$ cat src/butx_pkg.sv
// shared types and constants for the buffered uart transmitter
// no dependencies
package butx_pkg;

    localparam int FIFO_DEPTH_DEF = 16;
    localparam int LEVEL_W        = 5;
    localparam int BYTE_W         = 8;

    // bit index: 0..7 data bit next, stop bit next, frame finished
    localparam logic [3:0] BIT_STOP = 4'd8;
    localparam logic [3:0] BIT_DONE = 4'd9;

    localparam logic       LINE_IDLE  = 1'b1;
    localparam logic       LINE_START = 1'b0;
    localparam logic [BYTE_W-1:0] SHIFT_RESET = 8'hff;

    typedef enum logic [0:0] {
        OP_PUSH = 1'b0,
        OP_TICK = 1'b1
    } t_op;

    typedef struct packed {
        logic              op;
        logic [BYTE_W-1:0] data_byte;
    } t_in_item;

    typedef struct packed {
        logic               tx_line;
        logic               push_rejected;
        logic               ticking;
        logic [LEVEL_W-1:0] fifo_level;
    } t_out_item;

    typedef struct packed {
        t_op               op;
        logic [BYTE_W-1:0] data;
    } t_cmd;

    // command queue head as seen by the engine
    typedef struct packed {
        logic valid;
        t_cmd cmd;
    } t_cmd_if;

endpackage

$ cat src/butx_front.sv
// front end: accepts input items, decodes op and queues commands
// depends on butx_pkg
module butx_front (
    input  logic               i_clk,
    input  logic               i_rst_n,
    input  logic               i_in_valid,
    output logic               o_in_stall,
    input  butx_pkg::t_in_item i_in_item,
    output butx_pkg::t_cmd_if  o_cmd,
    input  logic               i_pop
);
    import butx_pkg::*;

    localparam int QD = 2;

    t_cmd       r_q [QD];
    logic       r_rd_ptr;
    logic       r_wr_ptr;
    logic [1:0] r_cnt;
    logic [1:0] n_cnt;
    logic       w_push;
    logic       w_pop;
    t_cmd       w_cmd;

    assign o_in_stall = (r_cnt == 2'(QD));
    assign w_push     = i_in_valid && !o_in_stall;
    assign w_pop      = i_pop && (r_cnt != 2'd0);

    always_comb begin
        w_cmd.op   = t_op'(i_in_item.op);
        w_cmd.data = i_in_item.data_byte;
    end

    always_comb begin
        n_cnt = r_cnt;
        case ({w_push, w_pop})
            2'b10:   n_cnt = r_cnt + 2'd1;
            2'b01:   n_cnt = r_cnt - 2'd1;
            default: n_cnt = r_cnt;
        endcase
    end

    always_ff @(posedge i_clk) begin
        if (!i_rst_n) begin
            r_rd_ptr <= 1'b0;
            r_wr_ptr <= 1'b0;
            r_cnt    <= 2'd0;
        end else begin
            r_cnt <= n_cnt;
            if (w_push) begin
                r_wr_ptr <= ~r_wr_ptr;
            end
            if (w_pop) begin
                r_rd_ptr <= ~r_rd_ptr;
            end
        end
    end

    always_ff @(posedge i_clk) begin
        if (w_push) begin
            r_q[r_wr_ptr] <= w_cmd;
        end
    end

    assign o_cmd.valid = (r_cnt != 2'd0);
    assign o_cmd.cmd   = r_q[r_rd_ptr];

endmodule

$ cat src/butx_engine.sv
// back end: byte fifo, frame shifter and result register
// depends on butx_pkg
module butx_engine #(
    parameter int FIFO_DEPTH = butx_pkg::FIFO_DEPTH_DEF
) (
    input  logic                i_clk,
    input  logic                i_rst_n,
    input  butx_pkg::t_cmd_if   i_cmd,
    output logic                o_pop,
    input  logic                i_out_stall,
    output logic                o_out_valid,
    output butx_pkg::t_out_item o_out_item
);
    import butx_pkg::*;

    localparam int AW = $clog2(FIFO_DEPTH);
    localparam int CW = $clog2(FIFO_DEPTH + 1);
    localparam logic [AW-1:0] LAST_IDX = AW'(FIFO_DEPTH - 1);
    localparam logic [CW-1:0] FULL_CNT = CW'(FIFO_DEPTH);

    logic [BYTE_W-1:0] r_mem [FIFO_DEPTH];
    logic [BYTE_W-1:0] r_rd_data;

    logic [AW-1:0]     r_head, n_head;
    logic [AW-1:0]     r_tail, n_tail;
    logic [CW-1:0]     r_count, n_count;
    logic [BYTE_W-1:0] r_shift, n_shift;
    logic [3:0]        r_bit_idx, n_bit_idx;
    logic              r_line, n_line;
    logic              r_enabled, n_enabled;
    logic              w_rejected;
    logic              w_wr_en;
    logic              w_fire;
    logic              r_out_valid;
    t_out_item         r_out_item;

    // the engine takes a command whenever the result slot is free or draining
    assign w_fire = i_cmd.valid && (!r_out_valid || !i_out_stall);
    assign o_pop  = w_fire;

    always_comb begin
        n_head     = r_head;
        n_tail     = r_tail;
        n_count    = r_count;
        n_shift    = r_shift;
        n_bit_idx  = r_bit_idx;
        n_line     = r_line;
        n_enabled  = r_enabled;
        w_rejected = 1'b0;
        w_wr_en    = 1'b0;
        if (w_fire) begin
            unique case (i_cmd.cmd.op)
                OP_PUSH: begin
                    if (r_count == FULL_CNT) begin
                        w_rejected = 1'b1;
                    end else begin
                        w_wr_en   = 1'b1;
                        n_tail    = (r_tail == LAST_IDX) ? '0 : r_tail + AW'(1);
                        n_count   = r_count + CW'(1);
                        n_enabled = 1'b1;
                    end
                end
                OP_TICK: begin
                    if (r_enabled) begin
                        if (r_bit_idx < BIT_STOP) begin
                            n_line    = r_shift[0];
                            n_shift   = r_shift >> 1;
                            n_bit_idx = r_bit_idx + 4'd1;
                        end else if (r_bit_idx == BIT_STOP) begin
                            n_line    = LINE_IDLE;
                            n_bit_idx = BIT_DONE;
                        end else if (r_count == '0) begin
                            n_enabled = 1'b0;
                        end else begin
                            // next frame: load byte and drive start bit
                            n_shift   = r_rd_data;
                            n_head    = (r_head == LAST_IDX) ? '0 : r_head + AW'(1);
                            n_count   = r_count - CW'(1);
                            n_bit_idx = 4'd0;
                            n_line    = LINE_START;
                        end
                    end
                end
                default: ;
            endcase
        end
    end

    // r_rd_data always holds the entry at the head, write bypass on an empty fifo
    always_ff @(posedge i_clk) begin
        if (w_wr_en) begin
            r_mem[r_tail] <= i_cmd.cmd.data;
        end
        if (w_wr_en && (r_tail == n_head)) begin
            r_rd_data <= i_cmd.cmd.data;
        end else begin
            r_rd_data <= r_mem[n_head];
        end
    end

    always_ff @(posedge i_clk) begin
        if (!i_rst_n) begin
            r_head      <= '0;
            r_tail      <= '0;
            r_count     <= '0;
            r_shift     <= SHIFT_RESET;
            r_bit_idx   <= BIT_STOP;
            r_line      <= LINE_IDLE;
            r_enabled   <= 1'b0;
            r_out_valid <= 1'b0;
        end else begin
            r_head    <= n_head;
            r_tail    <= n_tail;
            r_count   <= n_count;
            r_shift   <= n_shift;
            r_bit_idx <= n_bit_idx;
            r_line    <= n_line;
            r_enabled <= n_enabled;
            if (w_fire) begin
                r_out_valid <= 1'b1;
            end else if (!i_out_stall) begin
                r_out_valid <= 1'b0;
            end
        end
    end

    always_ff @(posedge i_clk) begin
        if (w_fire) begin
            r_out_item.tx_line       <= n_line;
            r_out_item.push_rejected <= w_rejected;
            r_out_item.ticking       <= n_enabled;
            r_out_item.fifo_level    <= LEVEL_W'(n_count);
        end
    end

    assign o_out_valid = r_out_valid;
    assign o_out_item  = r_out_item;

endmodule

$ cat src/buffered_uart_transmitter_core.sv
// channel  direction  valid        stall        payload
// in       input      i_in_valid   o_in_stall   i_in_item  (op, data_byte)
// out      output     o_out_valid  i_out_stall  o_out_item (tx_line, push_rejected,
//                                                           ticking, fifo_level)
//
// one item per clock sustained while i_out_stall is low; from accept to result an item is
// registered in the front command queue, then in the engine's result register
// the engine does one push or tick per cycle unless a stalled result is held; the fifo head byte is prefetched
// from the memory read register so a pop does not wait for a memory read
// reset is synchronous, active low; the line idles high and ticking is off
// a stalled result holds; the two-entry command queue absorbs the input side
// top level: buffered uart transmitter, front queue plus engine
// depends on butx_pkg, butx_front, butx_engine
module buffered_uart_transmitter_core #(
    parameter int FIFO_DEPTH = butx_pkg::FIFO_DEPTH_DEF
) (
    input  logic                i_clk,
    input  logic                i_rst_n,
    input  logic                i_in_valid,
    output logic                o_in_stall,
    input  butx_pkg::t_in_item  i_in_item,
    output logic                o_out_valid,
    input  logic                i_out_stall,
    output butx_pkg::t_out_item o_out_item
);
    import butx_pkg::*;

    t_cmd_if w_cmd;
    logic    w_pop;

    butx_front u_front (
        .i_clk      (i_clk),
        .i_rst_n    (i_rst_n),
        .i_in_valid (i_in_valid),
        .o_in_stall (o_in_stall),
        .i_in_item  (i_in_item),
        .o_cmd      (w_cmd),
        .i_pop      (w_pop)
    );

    butx_engine #(
        .FIFO_DEPTH (FIFO_DEPTH)
    ) u_engine (
        .i_clk       (i_clk),
        .i_rst_n     (i_rst_n),
        .i_cmd       (w_cmd),
        .o_pop       (w_pop),
        .i_out_stall (i_out_stall),
        .o_out_valid (o_out_valid),
        .o_out_item  (o_out_item)
    );

endmodule

$ cat config.mk
export PLATFORM = sky130hd
export DESIGN_NAME = buffered_uart_transmitter_core
export DESIGN_NICKNAME = d
export VERILOG_FILES = /design/src/butx_pkg.sv /design/src/butx_front.sv /design/src/butx_engine.sv /design/src/buffered_uart_transmitter_core.sv
export SDC_FILE = /design/constraint.sdc
export NUM_CORES = 1
export LEC_CHECK = 0
export ABC_AREA = 0
export BUFFER_PORTS_ARGS = -buffer_cell sky130_fd_sc_hd__buf_2
export CORE_MARGIN = 4
export CORE_UTILIZATION = 65
export DETAILED_ROUTE_END_ITERATION = 16
export PLACE_DENSITY = 0.89
export RECOVER_POWER = 50
export SETUP_SLACK_MARGIN = 0.15
export SLEW_MARGIN = 20
export SYNTH_ARGS = -nofsm -noshare
export SYNTH_HDL_FRONTEND = slang
export SYNTH_HIERARCHICAL = 1
export SYNTH_SLANG_ARGS = --single-unit
$ cat constraint.sdc
create_clock -name i_clk -period 5.75 [get_ports i_clk]
set_input_delay 0.575 -clock i_clk [delete_from_list [all_inputs] [get_ports i_clk]]
set_output_delay 0.575 -clock i_clk [all_outputs]
set_load 0.005 [all_outputs]
Word level (Yosys, flattened, before mapping)
Memory sizes are Yosys's and may differ from the RTL's. A register that Yosys moved wholly into a read port is not among the register bits.
Cells that the tools add are included.
- flip-flop bits (word level): 40
- memory bits (writable): 146
- bits of input ports: 13
- output and inout port bits: 10
- word-level logic and storage cells: 100
- memories kept: 2
- add/sub/neg operators: 7
- magnitude comparators: 1
- equal/unequal tests: 11
- mux-type cells: 47
- bitwise logic cells: 4
- reduce and logical (&&, ||, !) cells: 13
- memory list (name ; depth ; width ; read ports ; clocked after memory_dff ; wr ports ; line ; RTL):
    u_engine.r_mem ; 16 ; 8 ; 1 ; 1 ; 1 ; butx_engine.sv:21 ; logic [BYTE_W-1:0] r_mem [FIFO_DEPTH];
    u_front.r_q ; 2 ; 9 ; 1 ; 1 ; 1 ; butx_front.sv:16 ; t_cmd r_q [QD];
- operator list (kind ; number):
    4-bit two-way mux ; 11
    5-bit two-way mux ; 6
    1-bit two-way mux ; 24
    8-bit two-way mux ; 3
    4-bit by 1-bit adder with 4-bit output, second input constant ; 3
    4-bit == test, second input constant ; 3
    5-bit case mux with 2 select lines ; 1
    2-bit by 1-bit != test with 1-bit output, second input constant ; 3
    5-bit by 1-bit adder with 5-bit output, second input constant ; 1
    5-bit == test, second input constant ; 1
    5-bit zero test ; 1
    5-bit AND reduction ; 1
    5-bit by 1-bit subtractor with 5-bit output, second input constant ; 1
    2-bit == test, second input constant ; 2
    4-bit < comparator, second input constant ; 1
    1-bit NOT ; 4
    2-bit case mux with 2 select lines ; 1
    4-bit AND reduction ; 1
    2-bit nonzero test ; 2
    1-bit logical AND ; 3
    1-bit zero test ; 3
    3-bit by 1-bit != test with 1-bit output, second input constant ; 1
    3-bit AND reduction ; 1
    2-bit by 1-bit adder with 2-bit output, second input constant ; 1
    4 further kinds ; 4

Longest topological paths before layout
Gate-level depths: netlist of run 1.
- depth after elaboration: 8
- gate-level depth with buffers: 8
- depth with buffers taken out: 8

Modules after synthesis
The synthesis of run 1 kept the hierarchy.
- modules (own cells, without submodules) (module ; instances ; cells an instance ; area an instance (µm²) ; seq. area each (µm²)):
    butx_engine ; 1 ; 468 ; 6895.4 ; 4724.5
    butx_front ; 1 ; 54 ; 885.8 ; 640.6

Least setup slack after synthesis of run 1
OpenSTA, ideal clock, no wires.
- path type: reg-to-reg
- start: register with a tool-made name
- end: memory u_engine.r_mem[3][0], enable pin
- arrival: 2212 ps
- setup slack: 3155 ps
- stages on the path, launching flop included: 7
- clock period less this slack: 2595 ps
- path through: dfxtp_1 -> buf_2 -> mux2_2 -> nor3_1 -> clkbuf_1 -> nand2_1 -> nor3_1
- RTL lines (element ; line):
    end, declared ; butx_engine.sv:21

==> results.yml, run 1 <==
setup_path:
  crit_required_ns: 5.81
  end_kind: "register"
  path_cells: "mux2_2 -> nor3_1 -> buf_4 -> nand2_1 -> nor3_1"
  worstPathArrival_ns: 2.98
  path_class: "reg2reg"
  cpPeakStageDelay_ns: 0.85
  cp_common_cell: "nor3_1"
  critPathLaunchType: "register"
  cpMaxStageDelayCell: "nor3_1"
  path_max_fanout: 13
logic_synthesis:
  syn_area_mm2: 0.00778
  yosysTopAreaCell: "edfxtp_1"
  yosysSeqAreaShare_pct: 68.9
  synth.net_count: 545
  ys_ff_latch: 191
  synth-edff-count: 154
  synth_top_area_share_pct: 59.4
  yosysWarnings: 6
  ys_async_sr_fraction_pct: 0
  synth_ff_type: "edfxtp_1"
  synthTopCellsByArea: "edfxtp_1, dfxtp_1, mux2_2"
  avgSynthCellArea_um2: 14.9
  ys_types: 57
  synth_cells: 522
placed_design:
  globalplace.congestion: 0.873
  pre_cts_slack_ns: 2.80
  portBuffers: 22
  dp.final_hpwl_mm: 10.3
clock_tree:
  clk_latency_ns: 0.44
  cts_buffer_depth: 2
  cts_tree: "built"
  cts_resized: 0
  ctsHoldBuffers: 0
  htree_levels: 4
  root_buffer: "clkbuf_16"
  clk_pin_slew_ns: 0.07
  cts_made_buffers: 17
  cts.sinks: 191
  cts_setup_buffers: 0
global_routing:
  grt_pass1_wl_mm: 25.7
  grt_util_met1_pct: 32.1
  grt_usage_pct: 24.7
  grt_max_degree: 36
  grt_pass1_vias: 4538
  use_met2_pct: 39.9
  busiest_layer: "met2"
  met3_usage_pct: 5.97
  overflow: 0
  antenna_found_initial: 0
timing:
  fmax_ghz: 0.342
  slew_headroom_pct: 27.2
  hold_violations: 0
  setup_viol: 0
  finalClockSkew_ns: 0.0108
  min_period_ns: 2.92
  slew_viol_final: 0
  setup_tns_ns: 0
  worst_pin_slew_ns: 1.08
  setup_slack_ns: 2.83
  finalCritPeriodShare_pct: 50.9
  rsz0062_at_grt: "no"
finish:
  diodes: 0
  drive_above_1_share_pct: 16.8
  multi_input_area_mm2: 0.00225
  area_delta_synth_final_pct: 9.71
  utilization_pct: 73.8
  nets: 564
  regArea_mm2: 0.00537
  n_fill_cell: 642
drt:
  totalWireLength_mm: 16.0
  wl_per_cell_um: 22.9
  via_count: 4629
  antenna_left: 0
  drt_iter0_markers: 685
  drc: 0
  avgViaCountPerCell: 6.64
  first_pass_iters: 6
floorplan:
  num_rows: 39
  die_area_mm2: 0.0138
  start_util_pct: 67.3
  core_mm2: 0.0116
  ioPinCount: 23
  die_h_um: 117
  die-width_um: 117
status:
  status: "completed"
worst_hold_path:
  min_path_type: "in2reg"
power_and_ir_drop:
  power.leakage_nw: 2.76
  total_power_mw: 3.45
  power.density_mw_per_mm2: 404
  irDropWorstVdd_uv: 357
run:
  cap_violations: 0
-- layer usage --
| metal | part of all wire, % | vias up |
|---|---|---|
| met5 | 0 | - |
| met4 | 3.4 | 0 |
| met3 | 7.9 | 49 |
| met2 | 50 | 267 |
| met1 | 39 | 2263 |
| li1 | - | 2050 |
-- worst paths after layout --
path	end	slack, ns	cells past startpoint	start
max	u_engine/r_mem[1][6]	2.83	5	register
min	u_front/r_q[0][4]	0.34	1	i_in_item[4]
max reg2reg	u_engine/r_mem[1][6]	2.83	5	register
min reg2reg	u_engine/r_shift[1]	0.49	2	u_engine/r_shift[1]
-- state kept, by name, indices dropped and copies added (netlist names), named ones only --
| register | cells |
|---|---|
| u_engine/o_out_item | 8 |
| u_engine/o_out_valid | 1 |
| u_engine/r_bit_idx | 4 |
| u_engine/r_count | 5 |
| u_engine/r_enabled | 1 |
| u_engine/r_head | 4 |
| u_engine/r_line | 1 |
| u_engine/r_mem | 128 |
| u_engine/r_shift | 8 |
| u_engine/r_tail | 4 |
| u_front/r_cnt | 2 |
| u_front/r_q | 18 |
| u_front/r_rd_ptr | 1 |
| u_front/r_wr_ptr | 1 |
-- synthesized netlist by cell type, types with 4 or more instances --
| master | count |
|---|---|
| a21oi_1 | 12 |
| a221oi_1 | 7 |
| a311oi_1 | 5 |
| a31oi_1 | 5 |
| and2_1 | 13 |
| buf_2 | 10 |
| clkbuf_1 | 10 |
| dfxtp_1 | 37 |
| edfxtp_1 | 154 |
| ha_1 | 10 |
| inv_1 | 14 |
| mux2_2 | 35 |
| mux4_2 | 16 |
| nand2_1 | 32 |
| nand2b_1 | 7 |
| nor2_1 | 39 |
| nor2b_1 | 14 |
| nor3_1 | 9 |
| o21ai_0 | 14 |
| o221ai_1 | 6 |
| o22ai_1 | 9 |
| o32ai_1 | 4 |
| xnor2_1 | 5 |
-- worst max-delay path: cells and delay by family (launching register included) --
family	cells	cell delay (ns)
and+or+nand+nor	3	1.21
DFF	1	0.59
muxes	1	0.51
buffers and inverters	1	0.23
-- report_power, final --
group	switching, mW	internal, mW	total [mW]	leakage, nW
logic	0.387	0.176	0.563	0.782
clock network	0.525	0.610	1.13	0.285
registers	0.0606	1.69	1.76	1.70
total	0.973	2.48	3.45	2.76
-- layout by cell type, fill, tap and decap left out, types with 10 or more instances in the layout --
cell	count
and2_1	13
inv_1	16
edfxtp_1	154
clkbuf_16	17
dfxtp_1	36
ha_1	10
nor2_1	39
nand2_1	32
clkbuf_1	13
nor2b_1	14
a21oi_1	12
mux4_2	16
o21ai_0	14
mux2_2	27
-- per-stage QoR --
stage	instance area, um^2	std cells	hold WS (ns)
2_1_floorplan	7780	522	0.441
3_3_place_gp	7980	665	0.452
4_1_cts	8550	697	0.305
3_5_place_dp	7980	665	0.473
6_report	8540	697	0.337
5_1_grt	8540	697	0.338
-- kinds of logic (layout without fill, tap and decap cells) --
| group | Yosys count | count (layout) | share of synthesized area (%) |
|---|---|---|---|
| fa+ha+maj | 10 | 10 | 1.61 |
| buf+inv | 40 | 72 | 2.14 |
| xor+xnor | 6 | 6 | 0.675 |
| flops | 191 | 191 | 69.0 |
| compound gates | 83 | 83 | 7.49 |
| simple gates | 139 | 139 | 9.18 |
| mux | 53 | 53 | 9.95 |
-- cell type report --
class / instances / area share [%]
clock buffer: 17 / 4.98
clock inverter: 15 / 1.69
inverter: 16 / 0.704
multi-input combinational: 291 / 26.4
sequential: 191 / 62.9
tap: 143 / 2.10
timing repair buffer: 24 / 1.26
No activity file was read; power rests on OpenSTA's default activity.
==> run 2: changes to the inputs <==
- CORE_UTILIZATION: 65 -> 56
- PLACE_DENSITY: 0.89 -> 0.82
- clock period: 5.75 -> 2.6 ns (I/O delays scaled with it)
==> run 2 against run 1 <==
Setup slack worse by 2.5 ns; cell area up 4.3%; core utilization down 7.4 points; cell count up 8.5%; non-clock buffer count up 26; count of clock-buffer cells in the layout unchanged.
==> results.yml, run 2 (synthesis gave the netlist of run 1 again) <==
run:
  cap_violations: 0
power_and_ir_drop:
  irDropWorstVdd_uv: 743
  total_power_mw: 8.02
  power.density_mw_per_mm2: 901
  power.leakage_nw: 2.95
setup_path:
  end_kind: "register"
  r2r_end: "u_engine/r_shift[6]"
  worst-r2r-setup-slack_ns: 0.29
  path_class: "reg2reg"
  endpoint: "u_engine/r_shift[6]"
  rr_startpoint: "u_engine/r_count[0]"
  worstPathArrival_ns: 2.62
  rr_worst_depth: 7
  startpoint: "u_engine/r_count[0]"
  cpMaxStageDelayCell: "a311oi_1"
  path_max_fanout: 9
  cpPeakStageDelay_ns: 0.57
  critPathLaunchType: "register"
  path_cells: "inv_1 -> ha_1 -> nor3b_1 -> a311oi_1 -> o21ai_2 -> a221oi_1 -> nand2_1"
  crit_required_ns: 2.91
floorplan:
  die_area_mm2: 0.0158
  num_rows: 42
  die_h_um: 126
  start_util_pct: 58.1
  die-width_um: 126
  ioPinCount: 23
  core_mm2: 0.0134
worst_hold_path:
  min_path_type: "in2reg"
  whs_path_depth: 1
finish:
  drive_above_1_share_pct: 21.2
  n_fill_cell: 894
  area_delta_synth_final_pct: 14.4
  final_cell_mix: "edfxtp_1, nor2_1, dfxtp_1"
  multi_input_area_mm2: 0.00226
  largestRegisters: "u_engine/r_mem x128, u_front/r_q x18"
  stdcell_area_mm2: 0.00890
  diodes: 0
  final_common_cell: "edfxtp_1"
  largest_register: "u_engine/r_mem"
  largest_reg_flops: 128
  regArea_mm2: 0.00537
  nets: 590
placed_design:
  portBuffers: 22
  dp.final_hpwl_mm: 10.3
  pre_cts_slack_ns: 0.326
  globalplace.congestion: 0.926
  place_area_mm2: 0.00823
global_routing:
  grt_usage_pct: 20.7
  antenna_found_initial: 0
  grt_pass1_vias: 4629
  grt_pass1_wl_mm: 25.6
  grt_max_degree: 24
  overflow: 0
drt:
  drc: 0
  totalWireLength_mm: 15.6
  wl_per_cell_um: 20.6
  antenna_left: 0
  via_count: 4598
  first_pass_iters: 5
  avgViaCountPerCell: 6.08
  drt_iter0_markers: 644
clock_tree:
  cts.sinks: 191
  clk_latency_ns: 0.43
  root_buffer: "clkbuf_16"
  htree_levels: 4
  cts_made_buffers: 17
  cts_buffer_depth: 2
  clk_pin_slew_ns: 0.07
  cts_tree: "built"
status:
  status: "completed"
timing:
  setup_slack_ns: 0.288
  hold_violations: 0
  fmax_ghz: 0.433
  setup_viol: 0
  slew_headroom_pct: 55.1
  worst_pin_slew_ns: 0.657
  setup_tns_ns: 0
  slew_viol_final: 0
  min_period_ns: 2.31
  finalCritPeriodShare_pct: 88.9
  finalClockSkew_ns: 0.00845
  rsz0062_at_grt: "no"
run 2: cell count changes in the layout (fill, tap and decap cells not counted), moves of 3 or more:
cell	delta
bufinv_16	+4
buf_2	+3
buf_4	+23
clkinv_2	-4
run 2: worst min path at each step:
| stage | from | end | slack (ns) |
|---|---|---|---|
| after floorplan | i_in_item[0] | u_front/r_q[0][0] | 0.36 |
| after global placement | i_in_item[8] | u_front/r_q[0][8] | 0.45 |
| after detailed placement | i_in_item[4] | u_front/r_q[0][4] | 0.45 |
| after CTS | i_in_item[4] | u_front/r_q[0][4] | 0.002 |
| after global routing | i_in_item[4] | u_front/r_q[0][4] | 0.0005 |
| final | i_in_item[4] | u_front/r_q[0][4] | 0.01 |
run 2: worst max-delay path: cells and delay by family, from the launching register on:
| family | cells | cell delay [ns] |
|---|---|---|
| compound gates | 3 | 1.17 |
| flops | 1 | 0.41 |
| simple gates | 2 | 0.30 |
| fa+ha+maj | 1 | 0.25 |
| buf+inv | 1 | 0.06 |
run 2: metrics by stage:
stage	instances	utilization (%)	hold slack (ns)
after floorplan	522	-	0.359
after global placement	723	61.4	0.447
after detailed placement	723	61.4	0.451
after CTS	755	66.5	0.00247
after global routing	756	66.4	0.000503
final	756	66.4	0.0143
run 2: routing by layer:
layer,global-route usage (%),vias up,share of wire (%)
li1,-,2091,-
met1,28.9,2288,43
met2,32.9,192,49
met3,4.36,27,6.2
met4,7.19,0,1.7
met5,0,-,0
run 2: layout make-up:
type,instances,share of cell area [%]
repair buffers,50,3.57
inverters,16,0.703
clock inverters,15,2.78
clock buffers,17,4.78
flip-flops and latches,191,60.3
multi-input cells,291,25.4
well taps,176,2.47
run 2: power by group:
group / switching [mW] / internal [mW]
logic: 0.829 / 0.404
clock network: 1.18 / 1.74
registers: 0.118 / 3.74
total: 2.13 / 5.89
run 2: what timing repair did:
item                                    in CTS  in global routing
endpoints found under the setup margin       0                  6
hold buffers                                 0                  1
resized for setup                            0                  3
setup buffers                                0                  0
endpoints found under the hold margin        0                  2
==> run 3: changes to the inputs <==
- HOLD_SLACK_MARGIN: unset -> 0.08
==> run 3 against run 2 <==
Via count up 1.2%; fmax up 1.3%; power up 0.59%; count of clock-buffer cells in the layout unchanged; core utilization up 0.58 points; cell count up 1.1%; setup slack better by 0.029 ns; clock skew up 0.0047 ns; register-to-register slack better by 0.03 ns; sequential power about the same; clock power about the same; cell area up 0.87%; largest cell class unchanged; largest power group unchanged.
==> results.yml, run 3 (synthesis gave the netlist of run 1 again) <==
setup_path:
  worst-r2r-setup-slack_ns: 0.32
  cpPeakStageDelay_ns: 0.55
  cpMaxStageDelayCell: "a311oi_1"
  worstPathArrival_ns: 2.59
  endpoint: "u_engine/r_shift[6]"
  crit_required_ns: 2.91
  critPathLaunchType: "register"
  path_cells: "inv_1 -> ha_1 -> nor3b_1 -> a311oi_1 -> o21ai_2 -> a221oi_1 -> nand2_1"
  path_max_fanout: 9
  startpoint: "u_engine/r_count[0]"
  end_kind: "register"
  rr_startpoint: "u_engine/r_count[0]"
  path_class: "reg2reg"
  r2r_end: "u_engine/r_shift[6]"
  rr_worst_depth: 7
clock_tree:
  root_buffer: "clkbuf_16"
  cts_tree: "built"
  cts_made_buffers: 17
  cts_buffer_depth: 2
  cts.sinks: 191
  cts_setup_buffers: 0
  clk_latency_ns: 0.44
  clk_pin_slew_ns: 0.07
  htree_levels: 4
drt:
  drt_iter0_markers: 619
  totalWireLength_mm: 16.2
  avgViaCountPerCell: 6.09
  antenna_left: 0
  first_pass_iters: 5
  wl_per_cell_um: 21.3
  via_count: 4654
  drc: 0
finish:
  largest_register: "u_engine/r_mem"
  fin_cells: 764
  largest_reg_flops: 128
  nets: 598
  diodes: 0
  final_common_cell: "edfxtp_1"
  area_delta_synth_final_pct: 15.4
  final_cell_mix: "edfxtp_1, nor2_1, dfxtp_1"
  utilization_pct: 67.0
  drive_above_1_share_pct: 20.6
  largestRegisters: "u_engine/r_mem x128, u_front/r_q x18"
  n_fill_cell: 895
placed_design:
  portBuffers: 22
  dp.final_hpwl_mm: 10.3
  dp_cells: 723
  globalplace.congestion: 0.926
floorplan:
  die_area_mm2: 0.0158
  ioPinCount: 23
  num_rows: 42
  die-width_um: 126
  start_util_pct: 58.1
  die_h_um: 126
  core_mm2: 0.0134
timing:
  hold_violations: 0
  rsz0062_at_grt: "no"
  finalCritPeriodShare_pct: 87.8
  finalClockSkew_ns: 0.0131
  min_period_ns: 2.28
  slew_headroom_pct: 56.3
  fmax_ghz: 0.438
  setup_tns_ns: 0
  slew_viol_final: 0
  worst_pin_slew_ns: 0.639
  setup_viol: 0
run:
  cap_violations: 0
power_and_ir_drop:
  power.leakage_nw: 2.98
  power.density_mw_per_mm2: 898
  irDropWorstVdd_uv: 810
  total_power_mw: 8.07
global_routing:
  grt_pass1_wl_mm: 26.4
  grt_usage_pct: 21.6
  overflow: 0
  grt_pass1_vias: 4719
  antenna_found_initial: 0
  grt_max_degree: 24
worst_hold_path:
  whs_path_depth: 3
  min_path_type: "in2reg"
status:
  status: "completed"
[run 3: changes by cell type in the layout (fill, tap and decap cells not counted), sizes merged]
cell	delta
dlygate4sd3	+8
buf	-2
clkbuf	+2
[run 3: layer usage]
metal | global-route usage, % | routed length, um | share of wire, %
met5 | 0 | 0 | 0
met4 | 7.44 | 341 | 2.1
met3 | 4.45 | 1030 | 6.4
met2 | 35.0 | 8140 | 50
met1 | 29.6 | 6730 | 41
[run 3: cell type report]
class	count	area [um^2]	share of cell area, %
clock buffer	17	425	4.74
clock inverter	15	248	2.76
inverter	16	62.6	0.697
multi-input combinational	291	2260	25.2
sequential	191	5370	59.8
tap	176	220	2.45
timing repair buffer	58	395	4.40
[run 3: worst min path at each step]
stage	start	to
2_1_floorplan	i_in_item[0]	u_front/r_q[0][0]
3_3_place_gp	i_in_item[8]	u_front/r_q[0][8]
3_5_place_dp	i_in_item[4]	u_front/r_q[0][4]
4_1_cts	i_out_stall	u_engine/o_out_valid
5_1_grt	i_out_stall	u_engine/o_out_valid
6_report	i_out_stall	u_engine/o_out_valid
[run 3: critical path: cells and delay by family (launching register included)]
family	cells	cell delay (ns)
buf+inv	1	0.06
fa+ha+maj	1	0.25
flops	1	0.42
compound gates	3	1.14
simple gates	2	0.29
[run 3: through the flow]
| stage | hold slack (ns) | setup slack, ns | cell area [um^2] |
|---|---|---|---|
| finish | 0.129 | 0.317 | 8980 |
| global route | 0.151 | 0.160 | 8980 |
| floorplan | 0.359 | 0.0396 | 7790 |
| CTS | 0.119 | 0.318 | 8990 |
| global placement | 0.447 | 0.443 | 8230 |
| detailed placement | 0.451 | 0.326 | 8230 |
[run 3: power breakdown]
part	leakage [nW]	switching, mW	internal [mW]
sequential	1.70	0.124	3.74
combinational	0.959	0.843	0.411
clock	0.322	1.20	1.74
[run 3: repair_timing]
| item | CTS | global route |
|---|---|---|
| setup endpoints to repair | 0 | 6 |
| hold buffers | 9 | 0 |
| resized for setup | 0 | 3 |
| endpoints found under the hold margin | 18 | 0 |
